**config.mk**
```make
export PLATFORM = sky130hd
export DESIGN_NAME = mmp_mulmod
export DESIGN_NICKNAME = d
export VERILOG_FILES = /design/src/hw/rtl/mmp_pkg.sv /design/src/hw/rtl/mmp_mulmod.sv
export SDC_FILE = /design/constraint.sdc
export NUM_CORES = 2
export LEC_CHECK = 0
export BUFFER_PORTS_ARGS = -buffer_cell sky130_fd_sc_hd__buf_2
export CORE_UTILIZATION = 55
export DETAILED_ROUTE_END_ITERATION = 6
export GPL_TIMING_DRIVEN = 0
export PLACE_DENSITY_LB_ADDON = 0.05
export RECOVER_POWER = 50
export SLEW_MARGIN = 0
export SYNTH_ARGS = -nofsm -noshare
export SYNTH_HDL_FRONTEND = slang
export SYNTH_SLANG_ARGS = --single-unit
```
**constraint.sdc**
```tcl
create_clock -name clock -period 21.2 [get_ports clock]
set_input_delay 6.36 -clock clock [delete_from_list [all_inputs] [get_ports clock]]
set_output_delay 6.36 -clock clock [all_outputs]
set_load 0.01 [all_outputs]
```
**src/hw/rtl/mmp_pkg.sv**
```systemverilog
// Shared constants and types of the modular matrix power block.
`default_nettype none

package mmp_pkg;

   localparam int MAX_DIM_DEFAULT = 16;

   localparam int OP_W    = 2;
   localparam int POS_W   = 4;
   localparam int ELEM_W  = 30;
   localparam int EXP_W   = 32;
   localparam int SIZE_W  = 5;
   localparam int CSR_ADDR_W = 3;
   localparam int CSR_DATA_W = 32;

   localparam logic [ELEM_W-1:0] MODULUS = 30'd1000000007;

   // Barrett reciprocal floor(2^60 / MODULUS), 31 bits.
   localparam logic [30:0] BARRETT_MU = 31'((64'd1 << 60) / 64'd1000000007);

   typedef enum logic [OP_W-1:0] {
      OP_LOAD = 2'd0,
      OP_RUN  = 2'd1,
      OP_READ = 2'd2,
      OP_NONE = 2'd3
   } op_type;

endpackage

`default_nettype wire

```
**src/hw/rtl/mmp_mulmod.sv**
```systemverilog
// Modular multiplier: product, Barrett quotient estimate and final corrections.
`default_nettype none

module mmp_mulmod import mmp_pkg::*; (
   input  wire logic              clock,
   input  wire logic              reset,
   input  wire logic              start,
   input  wire logic [ELEM_W-1:0] a,
   input  wire logic [ELEM_W-1:0] b,
   output logic                   done,
   output logic      [ELEM_W-1:0] result
);

   logic [5:0]  stage_ff;
   logic [59:0] prod_ff;
   logic [61:0] est_ff;
   logic [31:0] qm_ff;
   logic [31:0] rem_ff;
   logic [31:0] fix_ff;
   logic [ELEM_W-1:0] res_ff;
   logic [30:0] quot;

   assign quot = est_ff[61:31];

   always_ff @(posedge clock) begin
      if (reset) begin
         stage_ff <= '0;
      end else begin
         stage_ff <= {stage_ff[4:0], start};
      end
      if (start) begin
         prod_ff <= 60'(a) * 60'(b);
      end
      if (stage_ff[0]) begin
         est_ff <= 62'(prod_ff[59:29]) * 62'(BARRETT_MU);
      end
      if (stage_ff[1]) begin
         qm_ff <= 32'(quot) * 32'(MODULUS);
      end
      if (stage_ff[2]) begin
         rem_ff <= prod_ff[31:0] - qm_ff;
      end
      if (stage_ff[3]) begin
         fix_ff <= (rem_ff >= 32'(MODULUS)) ? rem_ff - 32'(MODULUS) : rem_ff;
      end
      if (stage_ff[4]) begin
         res_ff <= (fix_ff >= 32'(MODULUS)) ? ELEM_W'(fix_ff - 32'(MODULUS))
                                            : ELEM_W'(fix_ff);
      end
   end

   assign done   = stage_ff[5];
   assign result = res_ff;

endmodule

`default_nettype wire
```
==> flow_summary.html <==
<table>
<tr><th>Metric</th><th>Value</th></tr>
<tr><th colspan="2">Detailed routing</th></tr>
<tr><td>Routed WL per cell</td><td>23.5 um</td></tr>
<tr><td>Wire length after detailed routing</td><td>175000 um</td></tr>
<tr><td>Uppermost layer routed</td><td>met5</td></tr>
<tr><td>Metal1 wirelength</td><td>75000 um</td></tr>
<tr><td>Initial drt markers</td><td>2750</td></tr>
<tr><td>Routed wl met3</td><td>12500 um</td></tr>
<tr><td>Total number of vias</td><td>40700</td></tr>
<tr><td>Post-route ant nets</td><td>0</td></tr>
<tr><td>Met2 wire len</td><td>78800 um</td></tr>
<tr><td>Number of design rule violations left after detail routing</td><td>0</td></tr>
<tr><td>Via density per instance</td><td>5.46</td></tr>
<tr><td>Initial DRT Pass Iterations</td><td>6</td></tr>
<tr><th colspan="2">Logic synthesis</th></tr>
<tr><td>Proportion of synthesized flip-flops having asynchronous set or reset</td><td>0%</td></tr>
<tr><td>Number of instances in the synthesized netlist</td><td>5954</td></tr>
<tr><td>Count of different cell masters after synthesis</td><td>70</td></tr>
<tr><td>Cell with the most instances after synthesis</td><td>sky130_fd_sc_hd__inv_1</td></tr>
<tr><td>Post-synth EDFFs</td><td>217</td></tr>
<tr><td>List of most frequent post-synthesis cells</td><td>sky130_fd_sc_hd__inv_1, sky130_fd_sc_hd__fa_1, sky130_fd_sc_hd__ha_1, sky130_fd_sc_hd__and2_1, sky130_fd_sc_hd__nand2_1</td></tr>
<tr><td>Synthesized Nets</td><td>8036</td></tr>
<tr><td>Synthesis-stage register bit count</td><td>223</td></tr>
<tr><td>Share of synthesized area occupied by flip-flops and latches</td><td>11.2%</td></tr>
<tr><td>Mapped cell area</td><td>59300 sq um</td></tr>
<tr><td>Syn avg cell area</td><td>9.96 sq um</td></tr>
<tr><td>Synth top area share</td><td>41.3%</td></tr>
<tr><td>Synthesis warning total</td><td>0</td></tr>
<tr><td>Most frequently used flop master after synthesis</td><td>sky130_fd_sc_hd__edfxtp_1</td></tr>
<tr><td>Post-synthesis cell type with the largest combined area</td><td>sky130_fd_sc_hd__fa_1</td></tr>
<tr><td>Most area-consuming cells after synthesis</td><td>sky130_fd_sc_hd__fa_1, sky130_fd_sc_hd__ha_1, sky130_fd_sc_hd__edfxtp_1</td></tr>
<tr><th colspan="2">Timing</th></tr>
<tr><td>Final setup skew</td><td>53.9 ps</td></tr>
<tr><td>Final setup violation count</td><td>0</td></tr>
<tr><td>Sum Neg Setup Slack</td><td>0 ps</td></tr>
<tr><td>Slew Limit Headroom</td><td>-0.630%</td></tr>
<tr><td>Final period utilization</td><td>70.6%</td></tr>
<tr><td>Max-slew violation count</td><td>33</td></tr>
<tr><td>Least-Margin Pin Slew</td><td>1510 ps</td></tr>
<tr><td>Setup repair after global routing missed its margin</td><td>no</td></tr>
<tr><td>Hold violation count in the final report</td><td>0</td></tr>
<tr><td>Max Clock Freq</td><td>66.8 MHz</td></tr>
<tr><td>Time the final worst path needs with I/O delays and setup</td><td>14980 ps</td></tr>
<tr><th colspan="2">Clock tree</th></tr>
<tr><td>Clk sink count</td><td>223</td></tr>
<tr><td>Maximum buffer depth of the clock tree</td><td>3</td></tr>
<tr><td>Number of buffers added to fix hold violations after cts</td><td>0</td></tr>
<tr><td>CTS tree</td><td>done</td></tr>
<tr><td>Post-CTS Setup Bufs</td><td>0</td></tr>
<tr><td>Clock-pin slew on the worst setup and hold paths</td><td>60 ps</td></tr>
<tr><td>Cell at the root of the clock tree</td><td>sky130_fd_sc_hd__clkbuf_16</td></tr>
<tr><td>Level count of the clock H-tree</td><td>1</td></tr>
<tr><td>Number of gates given a new drive strength after cts</td><td>0</td></tr>
<tr><td>TritonCTS buffer count</td><td>26</td></tr>
<tr><td>Insertion delay of the later-clocked pin in the worst-skew pair</td><td>610 ps</td></tr>
<tr><th colspan="2">Min path</th></tr>
<tr><td>Class of the tightest hold or removal check</td><td>reg2reg</td></tr>
<tr><td>Hold Path Stages</td><td>1</td></tr>
<tr><th colspan="2">Global routing</th></tr>
<tr><td>Global-route total usage across every layer</td><td>33.3%</td></tr>
<tr><td>Global-route wire length before repair</td><td>265000 um</td></tr>
<tr><td>Antenna violations before repair</td><td>12</td></tr>
<tr><td>Number of global-route vias before repair</td><td>42900</td></tr>
<tr><td>Global route overflow</td><td>0</td></tr>
<tr><td>Maximum number of pins on one net before global-route repair</td><td>62</td></tr>
<tr><th colspan="2">Run status</th></tr>
<tr><td>Run status</td><td>finished with violations</td></tr>
<tr><td>Violated checks</td><td>capacitance limit, slew limit</td></tr>
<tr><th colspan="2">Die</th></tr>
<tr><td>Die area</td><td>109000 sq um</td></tr>
<tr><td>Floorplan Core Area</td><td>107000 sq um</td></tr>
<tr><td>DIE HEIGHT</td><td>330 um</td></tr>
<tr><td>Width of the chip</td><td>330 um</td></tr>
<tr><td>Starting density of the core</td><td>55.5%</td></tr>
<tr><td>Number of top-level pins</td><td>94</td></tr>
<tr><td>Std-Cell Rows</td><td>120</td></tr>
<tr><th colspan="2">Worst setup path</th></tr>
<tr><td>CP Data Arrival Time</td><td>15300 ps</td></tr>
<tr><td>Crit path kind</td><td>in2reg</td></tr>
<tr><td>Crit path max-delay cell type</td><td>sky130_fd_sc_hd__clkbuf_1</td></tr>
<tr><td>Worst reg2reg path depth</td><td>22</td></tr>
<tr><td>Maximum fanout count along the critical path</td><td>10</td></tr>
<tr><td>Top cell by count, worst path</td><td>sky130_fd_sc_hd__fa_1</td></tr>
<tr><td>Crit. End Element</td><td>register</td></tr>
<tr><td>CP required</td><td>21520 ps</td></tr>
<tr><td>CP Launch Type</td><td>input pin</td></tr>
<tr><td>Delay of the slowest cell on the worst path</td><td>860 ps</td></tr>
<tr><th colspan="2">Finish</th></tr>
<tr><td>Growth of design area from synthesis to finish</td><td>4.57%</td></tr>
<tr><td>Filler cell count in the final layout</td><td>9567</td></tr>
<tr><td>Fraction of final layout cells sized beyond drive strength 1</td><td>1.43%</td></tr>
<tr><td>NumNets Final</td><td>8097</td></tr>
<tr><th colspan="2">Placed design</th></tr>
<tr><td>Quantity of I/O buffers inserted on ports</td><td>33</td></tr>
<tr><td>Hpwl dp</td><td>148000 um</td></tr>
<tr><td>Global placement routability congestion</td><td>0.970</td></tr>
<tr><th colspan="2">Job</th></tr>
<tr><td>Maxcap violations</td><td>1</td></tr>
</table>
## cells in the final DEF (no fill, tap or decap), drive strengths merged, types with 16 or more instances in the layout
cell type,Yosys,routed
o21bai,25,25
a211oi,24,24
nor3,24,24
a21oi,141,141
xnor2,156,156
a21o,83,83
ha,795,795
clkbuf,195,229
and3,25,25
nor2,97,97
edfxtp,217,217
buf,4,33
nand4,22,22
fa,1224,1224
nor2b,27,27
o21a,18,18
inv,1518,1521
nand3,36,36
a31oi,16,16
and2,543,543
o21ai,101,101
nand2,454,454
xor2,68,68
## final cells by class
| type | instances | area (sq um) | area share (%) |
|---|---|---|---|
| diodes | 9 | 22.5 | 0.0363 |
| plain buffers | 199 | 747 | 1.20 |
| clock buffers | 30 | 666 | 1.07 |
| clock inverters | 16 | 136 | 0.220 |
| inverters | 1518 | 5700 | 9.19 |
| multi-input cells | 4014 | 46200 | 74.5 |
| flip-flops and latches | 223 | 6640 | 10.7 |
| well taps | 1403 | 1760 | 2.83 |
| repair buffers | 33 | 168 | 0.270 |
## path summary, 6_finish.rpt
kind                    start     endpoint  slack [ps]
setup / recovery         b[6]  prod_ff[58]        6220
hold / removal     fix_ff[25]   result[25]         590
setup reg to reg  prod_ff[57]   est_ff[61]       12830
hold reg to reg    fix_ff[25]   result[25]         590
## registers in the layout, summed over array words and instances (netlist names)
signal,flops
est_ff,31
stage_ff,6
fix_ff,32
qm_ff,32
rem_ff,32
prod_ff,60
result,30
## routing by layer
layer / up-vias / GRT usage, %
li1: 18200 / -
met1: 20700 / 46.1
met2: 1399 / 52.3
met3: 361 / 5.32
met4: 4 / 13.9
met5: - / 0
## logic make-up (layout without fill, tap and decap cells)
group           after synthesis  after routing  share of synthesized area (%)
other cells                   0              9                              0
fa+ha+maj                  2019           2019                           58.1
flops                       223            223                           11.2
buf+inv                    1717           1796                           10.9
xor+xnor                    224            224                           3.31
mux                           2              2                         0.0380
simple gates               1279           1279                           11.1
compound gates              490            490                           5.36
## through the flow
step	worst slack, ps	instance area, sq um	instances	hold slack [ps]	util, %
final	6220	62000	7445	586	58.0
after global routing	6080	62000	7436	607	58.0
after CTS	6350	62000	7436	588	58.0
after detailed placement	5740	61200	7390	576	57.3
after global placement	5800	61200	7390	579	57.3
after floorplan	7980	59300	5954	539	-
## worst max-delay path, delay by kind of cell
| family | cells | cell delay (ps) |
|---|---|---|
| adders and majority gates | 9 | 4390 |
| AOI/OAI and AO/OA | 7 | 2760 |
| buffers and inverters | 8 | 1270 |
| and+or+nand+nor | 2 | 420 |
| xor gates and xnor gates | 1 | 90 |
Power is left out: the tool's default activity adds up to more than one toggle a clock period on the data nets, which glitch-free logic cannot reach.
